**config.mk**
```make
export PLATFORM = sky130hd
export DESIGN_NAME = unordered_min_max_priority_queue
export DESIGN_NICKNAME = d
export VERILOG_FILES = /design/src/rtl/core/upq_pkg.sv /design/src/rtl/core/upq_ram.sv /design/src/rtl/core/upq_scan.sv /design/src/rtl/core/unordered_min_max_priority_queue.sv
export SDC_FILE = /design/constraint.sdc
export NUM_CORES = 1
export LEC_CHECK = 0
export ABC_AREA = 1
export BUFFER_PORTS_ARGS = -buffer_cell sky130_fd_sc_hd__buf_2
export CORE_MARGIN = 8
export CORE_UTILIZATION = 45
export CTS_BUF_LIST = sky130_fd_sc_hd__clkbuf_4 sky130_fd_sc_hd__clkbuf_8
export DETAILED_ROUTE_END_ITERATION = 16
export SKIP_CTS_REPAIR_TIMING = 1
export SLEW_MARGIN = 20
export SYNTH_ARGS = -nofsm -noshare
export SYNTH_HDL_FRONTEND = slang
export SYNTH_SLANG_ARGS = --single-unit
```
**constraint.sdc**
```tcl
create_clock -name aclk -period 3.35 [get_ports aclk]
set_clock_uncertainty 0.2 [all_clocks]
set_input_delay 0.335 -clock aclk [delete_from_list [all_inputs] [get_ports aclk]]
set_output_delay 0.335 -clock aclk [all_outputs]
set_load 0.05 [all_outputs]
```
**src/rtl/core/upq_pkg.sv**
```systemverilog
// Shared types and codes for the unordered min/max priority queue.
// No dependencies.
package upq_pkg;

    localparam int FUNC_W   = 2;
    localparam int VALUE_W  = 32;
    localparam int STATUS_W = 2;
    localparam int OCC_W    = 5;
    localparam int S_DATA_W = 40;
    localparam int M_DATA_W = 40;

    localparam logic [FUNC_W-1:0] FN_INSERT = 2'd0;

    localparam logic [STATUS_W-1:0] ST_INSERTED  = 2'd0;
    localparam logic [STATUS_W-1:0] ST_EXTRACTED = 2'd1;
    localparam logic [STATUS_W-1:0] ST_EMPTY     = 2'd2;

    typedef struct packed {
        logic valid;
        logic first;
        logic want_max;
    } scan_ctl_t;

endpackage

```
**src/rtl/core/upq_ram.sv**
```systemverilog
// Generic simple dual-port RAM: one write port, one read port with registered read.
// No dependencies.
module upq_ram #(
    parameter int WIDTH = 32,
    parameter int DEPTH = 16
) (
    input  logic                     aclk,
    input  logic                     we,
    input  logic [$clog2(DEPTH)-1:0] waddr,
    input  logic [WIDTH-1:0]         wdata,
    input  logic [$clog2(DEPTH)-1:0] raddr,
    output logic [WIDTH-1:0]         rdata
);

    logic [WIDTH-1:0] mem [DEPTH];
    logic [WIDTH-1:0] rdata_reg;

    always_ff @(posedge aclk) begin
        if (we) begin
            mem[waddr] <= wdata;
        end
        rdata_reg <= mem[raddr];
    end

    assign rdata = rdata_reg;

endmodule

```
**src/rtl/core/upq_scan.sv**
```systemverilog
// Running minimum/maximum tracker fed by the read stream of the entry store.
// Depends on upq_pkg.
module upq_scan
    import upq_pkg::*;
#(
    parameter int IDX_W = 4
) (
    input  logic               aclk,
    input  scan_ctl_t          ctl,
    input  logic [VALUE_W-1:0] rd_data,
    input  logic [IDX_W-1:0]   rd_idx,
    output logic [VALUE_W-1:0] best_val,
    output logic [IDX_W-1:0]   best_idx,
    output logic [VALUE_W-1:0] last_val
);

    logic [VALUE_W-1:0] best_val_reg, best_val_next;
    logic [IDX_W-1:0]   best_idx_reg, best_idx_next;
    logic [VALUE_W-1:0] last_val_reg, last_val_next;
    logic               better;

    // strict compare: scanning downward, ties keep the higher index
    assign better = ctl.want_max ? ($signed(best_val_reg) < $signed(rd_data))
                                 : ($signed(rd_data) < $signed(best_val_reg));

    always_comb begin
        best_val_next = best_val_reg;
        best_idx_next = best_idx_reg;
        last_val_next = last_val_reg;
        if (ctl.valid) begin
            if (ctl.first) begin
                best_val_next = rd_data;
                best_idx_next = rd_idx;
                last_val_next = rd_data;
            end else if (better) begin
                best_val_next = rd_data;
                best_idx_next = rd_idx;
            end
        end
    end

    always_ff @(posedge aclk) begin
        best_val_reg <= best_val_next;
        best_idx_reg <= best_idx_next;
        last_val_reg <= last_val_next;
    end

    assign best_val = best_val_reg;
    assign best_idx = best_idx_reg;
    assign last_val = last_val_reg;

endmodule

```
**src/rtl/core/unordered_min_max_priority_queue.sv**
```systemverilog
// Unordered min/max priority queue: sequencer, entry store and scan unit.
// Depends on upq_pkg, upq_ram and upq_scan.
// Insert or empty extract: S_DONE follows acceptance and registers the result word.
// Extract: S_SCAN makes one store read per entry, then S_WAIT, S_WRITE and S_DONE;
// either way the next word is accepted once S_DONE has registered the result word.
// Reset (aresetn low, synchronous) empties the queue; store contents are kept.
module unordered_min_max_priority_queue
    import upq_pkg::*;
#(
    parameter int CAPACITY = 16
) (
    input  logic                aclk,
    input  logic                aresetn,
    input  logic                s_tvalid,
    output logic                s_tready,
    input  logic [S_DATA_W-1:0] s_tdata,   // func[1:0], value[33:2], zero pad
    output logic                m_tvalid,
    input  logic                m_tready,
    output logic [M_DATA_W-1:0] m_tdata    // status[1:0], result_value[33:2],
                                           // occupancy[38:34], queue_empty[39]
);

    localparam int IW = $clog2(CAPACITY);
    localparam int CW = $clog2(CAPACITY + 1);

    localparam logic [2:0] S_IDLE  = 3'd0;
    localparam logic [2:0] S_SCAN  = 3'd1;
    localparam logic [2:0] S_WAIT  = 3'd2;
    localparam logic [2:0] S_WRITE = 3'd3;
    localparam logic [2:0] S_DONE  = 3'd4;

    logic [2:0]          state_reg, state_next;
    logic [CW-1:0]       count_reg, count_next;
    logic [IW-1:0]       wp_reg, wp_next;
    logic [IW-1:0]       addr_reg, addr_next;
    logic                want_max_reg, want_max_next;
    logic                rd_valid_reg, rd_valid_next;
    logic                rd_first_reg, rd_first_next;
    logic [IW-1:0]       rd_idx_reg, rd_idx_next;
    logic [STATUS_W-1:0] res_status_reg, res_status_next;
    logic [VALUE_W-1:0]  res_value_reg, res_value_next;
    logic                m_valid_reg, m_valid_next;
    logic [M_DATA_W-1:0] m_data_reg, m_data_next;

    logic [FUNC_W-1:0]   in_func;
    logic [VALUE_W-1:0]  in_value;
    logic [CW-1:0]       cnt_m1;
    logic [CW+OCC_W-1:0] occ_wide;

    logic                ram_we;
    logic [IW-1:0]       ram_waddr;
    logic [VALUE_W-1:0]  ram_wdata;
    logic [VALUE_W-1:0]  ram_rdata;

    scan_ctl_t           scan_ctl;
    logic [VALUE_W-1:0]  best_val;
    logic [IW-1:0]       best_idx;
    logic [VALUE_W-1:0]  last_val;

    assign in_func  = s_tdata[1:0];
    assign in_value = s_tdata[33:2];
    assign cnt_m1   = count_reg - 1'b1;
    assign occ_wide = {{OCC_W{1'b0}}, count_reg};

    assign s_tready = (state_reg == S_IDLE);
    assign m_tvalid = m_valid_reg;
    assign m_tdata  = m_data_reg;

    assign scan_ctl.valid    = rd_valid_reg;
    assign scan_ctl.first    = rd_first_reg;
    assign scan_ctl.want_max = want_max_reg;

    upq_ram #(
        .WIDTH (VALUE_W),
        .DEPTH (CAPACITY)
    ) u_store (
        .aclk  (aclk),
        .we    (ram_we),
        .waddr (ram_waddr),
        .wdata (ram_wdata),
        .raddr (addr_reg),
        .rdata (ram_rdata)
    );

    upq_scan #(
        .IDX_W (IW)
    ) u_scan (
        .aclk     (aclk),
        .ctl      (scan_ctl),
        .rd_data  (ram_rdata),
        .rd_idx   (rd_idx_reg),
        .best_val (best_val),
        .best_idx (best_idx),
        .last_val (last_val)
    );

    always_comb begin
        state_next      = state_reg;
        count_next      = count_reg;
        wp_next         = wp_reg;
        addr_next       = addr_reg;
        want_max_next   = want_max_reg;
        rd_valid_next   = 1'b0;
        rd_first_next   = rd_first_reg;
        rd_idx_next     = rd_idx_reg;
        res_status_next = res_status_reg;
        res_value_next  = res_value_reg;
        m_valid_next    = m_valid_reg;
        m_data_next     = m_data_reg;
        ram_we          = 1'b0;
        ram_waddr       = wp_reg;
        ram_wdata       = in_value;

        if (m_valid_reg && m_tready) begin
            m_valid_next = 1'b0;
        end
        if (rd_valid_reg) begin
            rd_first_next = 1'b0;
        end

        unique case (state_reg)
            S_IDLE: begin
                if (s_tvalid) begin
                    if (in_func == FN_INSERT) begin
                        ram_we          = 1'b1;
                        wp_next         = (wp_reg == IW'(CAPACITY - 1)) ? '0 : wp_reg + 1'b1;
                        if (count_reg != CW'(CAPACITY)) begin
                            count_next = count_reg + 1'b1;
                        end
                        res_status_next = ST_INSERTED;
                        res_value_next  = '0;
                        state_next      = S_DONE;
                    end else if (count_reg == '0) begin
                        res_status_next = ST_EMPTY;
                        res_value_next  = '0;
                        state_next      = S_DONE;
                    end else begin
                        want_max_next = in_func[1];
                        addr_next     = cnt_m1[IW-1:0];
                        rd_first_next = 1'b1;
                        state_next    = S_SCAN;
                    end
                end
            end
            S_SCAN: begin
                rd_valid_next = 1'b1;
                rd_idx_next   = addr_reg;
                if (addr_reg == '0) begin
                    state_next = S_WAIT;
                end else begin
                    addr_next = addr_reg - 1'b1;
                end
            end
            S_WAIT: begin
                state_next = S_WRITE;
            end
            S_WRITE: begin
                // move the last occupied entry into the extracted slot
                ram_we          = 1'b1;
                ram_waddr       = best_idx;
                ram_wdata       = last_val;
                res_status_next = ST_EXTRACTED;
                res_value_next  = best_val;
                count_next      = cnt_m1;
                wp_next         = cnt_m1[IW-1:0];
                state_next      = S_DONE;
            end
            S_DONE: begin
                if (!m_valid_reg || m_tready) begin
                    m_valid_next = 1'b1;
                    m_data_next  = {(count_reg == '0), occ_wide[OCC_W-1:0],
                                    res_value_reg, res_status_reg};
                    state_next   = S_IDLE;
                end
            end
            default: begin
                state_next = S_IDLE;
            end
        endcase
    end

    always_ff @(posedge aclk) begin
        if (!aresetn) begin
            state_reg    <= S_IDLE;
            count_reg    <= '0;
            wp_reg       <= '0;
            rd_valid_reg <= 1'b0;
            m_valid_reg  <= 1'b0;
        end else begin
            state_reg    <= state_next;
            count_reg    <= count_next;
            wp_reg       <= wp_next;
            rd_valid_reg <= rd_valid_next;
            m_valid_reg  <= m_valid_next;
        end
        addr_reg       <= addr_next;
        want_max_reg   <= want_max_next;
        rd_first_reg   <= rd_first_next;
        rd_idx_reg     <= rd_idx_next;
        res_status_reg <= res_status_next;
        res_value_reg  <= res_value_next;
        m_data_reg     <= m_data_next;
    end

`ifndef SYNTHESIS
    a_count_bound: assert property (@(posedge aclk) disable iff (!aresetn)
        count_reg <= CW'(CAPACITY))
        else $error("entry count above capacity");

    a_wp_tracks_count: assert property (@(posedge aclk) disable iff (!aresetn)
        (count_reg != CW'(CAPACITY)) |-> (CW'(wp_reg) == count_reg))
        else $error("write position out of step with entry count");

    a_insert_fills: assert property (@(posedge aclk) disable iff (!aresetn)
        (s_tvalid && s_tready && in_func == FN_INSERT) |=> (count_reg != '0))
        else $error("queue empty after insert");

    a_empty_word: assert property (@(posedge aclk) disable iff (!aresetn)
        (m_tvalid && m_tdata[1:0] == ST_EMPTY) |-> (m_tdata[33:2] == '0 && m_tdata[39]))
        else $error("empty-queue word carries data or nonempty flag");

    a_scan_single_write: assert property (@(posedge aclk) disable iff (!aresetn)
        (state_reg == S_SCAN || state_reg == S_WAIT) |-> !ram_we)
        else $error("store written during scan");
`endif

endmodule
```
==> reports/results.ini <==
[global_route]
grt_use_total=0.191
grt_max_degree=259
grt_pass1_wl_um=101000
grt-ovfl-total=0
antenna_found_initial=1
grt_pass1_vias=16600

[power]
leakagePower_nw=11.2
p_clk_frac=0.319
p_total_mw=23.6
p_per_area_nw_per_um2=749
pwr-share-comb=0.200
switching_power_mw=7.27
ir_drop_uv=424
p_int_mw=16.3
seqPwrFrac=0.481
power.switching_fraction=0.308

[floorplan]
start_util=0.454
die_area_um2=68800
dieWidth_um=262
die-height_um=262
core_region_area_um2=60100
pin_count=86
rows=90

[timing]
hold_ws_ns=0.0399
finalCriticalPeriod_ns=2.88
hold_violations=0
relSlewSlack=0.432
fmax_ghz=0.347
final_max_slew_viol_count=0
setup_viol=0
worst_slew_pin_slew_ns=0.852
period_share=0.861
rsz0062_at_grt=false

[routing]
vias=17100
ant_nets=0
routed_via_density=5.51
firstDrtPassIters=8
first_iter_violations=1723
wl_um=67700
wire_per_inst_um=21.9
drc=0

[cells_and_area]
layout_common_cells=edfxtp_1 (663), nand2_1 (450), nor2_1 (189)
instances_no_fill=3098
finalCoreUtilization=0.523
fin_nets=2301
final_common_cell=edfxtp_1
syn_to_final_growth_pct=15.2
largest_reg_flops=512
drive_above_1_share=0.158
top_register=u_store.mem
antennaDiodeCount=0

[setup_path]
cpPeakStageDelay_ns=0.44
critical_path_required_ns=3.52
crit_fanout=19
critPathArrivalTime_ns=3.05
setup.worst_path.class=reg -> reg
cp-start-kind=flop
reg2regPathDepth=7
crit_path_cell_trace=inv_1, nor3_4, inv_2, o21ai_1, nand2_1, nor2_4, buf_12
crit_path_end_kind=flop
critPathSlowestCell=nor3_4

[logic_synthesis]
syn_area_um2=27300
syn_avg_cell_area_um2=13.2
yosys_register_bits=710
yosysTopAreaCell=edfxtp_1
syn_inst=2068
ys_seq_area_frac=0.763
syn-num-nets=2148
yosys.cell_types.count=33
synth_top_area_share=0.729
ys_top_cells_by_area=edfxtp_1 (73%), nand2_1 (6.2%), dfxtp_1 (3.4%)
yosysWarningCount=0

[placed_design]
place.detailed.hpwl_um=37100
gp_congestion=0.800
dp_cells=2886
numPortBuffers=79

[cts]
cts_buffer_depth=3
htreeDepth=3
clk_transition_reported_paths_ns=0.06
cts_tree=built
numCtsBuffers=110
ctsRootBufferMaster=clkbuf_8
clock-sinks=710
insertion_delay_ns=0.69

[job]
maxCapViolCount=0

[min_path]
whs_path_depth=5
min_path_type=in -> reg

[run_status]
status=finished clean

worst paths after layout:
| path | start | endpoint | slack, ns |
|---|---|---|---|
| max | state_reg[0] | u_store.mem[6][17] | 0.47 |
| min | s_tdata[0] | res_status_reg[1] | 0.04 |
| max reg2reg | state_reg[0] | u_store.mem[6][17] | 0.47 |
| min reg2reg | res_value_reg[25] | m_tdata[27] | 0.22 |
power groups by stage:
stage               sequential, mW  clock, mW  combinational (mW)
floorplan                     11.9          0                2.49
global placement              11.5          0                4.62
detailed placement            11.5          0                4.70
CTS                           11.3       7.69                4.71
global route                  11.4       8.05                5.17
finish                        11.3       7.53                4.71
synth_stat cells:
cell	n
ha_1	36
o22ai_1	17
edfxtp_1	663
or2_2	3
a21oi_1	34
o211ai_1	2
nor2_2	2
or2_1	1
dfxtp_1	47
o21bai_2	1
nand2_1	450
a211oi_1	2
inv_2	4
nand3b_1	1
a311oi_1	13
nand4_1	50
clkbuf_1	62
buf_1	11
xor2_1	4
a21o_1	1
a31oi_1	8
inv_1	76
buf_2	36
nand3_1	111
nor3_4	2
xnor2_1	1
o21ai_0	162
o221ai_1	48
a31oi_2	1
o21ai_1	7
nor2_1	207
o21a_1	2
nor3_1	3
critical path, delay by kind of cell (launching register included):
family,cells,cell delay [ns]
AOI/OAI and AO/OA,1,0.30
buffers and inverters,3,0.53
DFF,1,0.34
and+or+nand+nor,3,1.18
per-layer routing:
| metal | part of all wire | global-route usage | vias up |
|---|---|---|---|
| met1 | 0.43 | 0.263 | 8417 |
| met2 | 0.47 | 0.301 | 700 |
| met5 | 0 | 0 | - |
| met3 | 0.082 | 0.0384 | 136 |
| li1 | - | - | 7813 |
| met4 | 0.027 | 0.0690 | 0 |
cells by family after synthesis:
kind of cell / count (synthesis) / synth area share
flip-flops: 710 / 0.763
buffers and inverters: 189 / 0.0276
AO/OA/AOI/OAI: 298 / 0.0653
adder cells (fa/ha/maj): 36 / 0.0165
AND/OR/NAND/NOR: 830 / 0.125
XOR/XNOR: 5 / 0.00160
through the flow:
stage          setup TNS, ns  setup slack [ns]  area [um2]
2_1_floorplan         -49.81            -0.160       27300
3_3_place_gp               0             0.572       29100
3_5_place_dp               0             0.487       29100
4_1_cts                    0             0.456       31400
5_1_grt                    0             0.299       31500
6_report                   0             0.467       31500
area by class of cell:
cell class                 count  area (um2)
tap                          782         978
sequential                   710       20900
clock inverter                48         380
clock buffer                 159        1960
multi-input combinational   1169        5840
fill                        5107       28700
inverter                      80         305
timing repair buffer         150        1150
(Power assumes the default switching activity.)
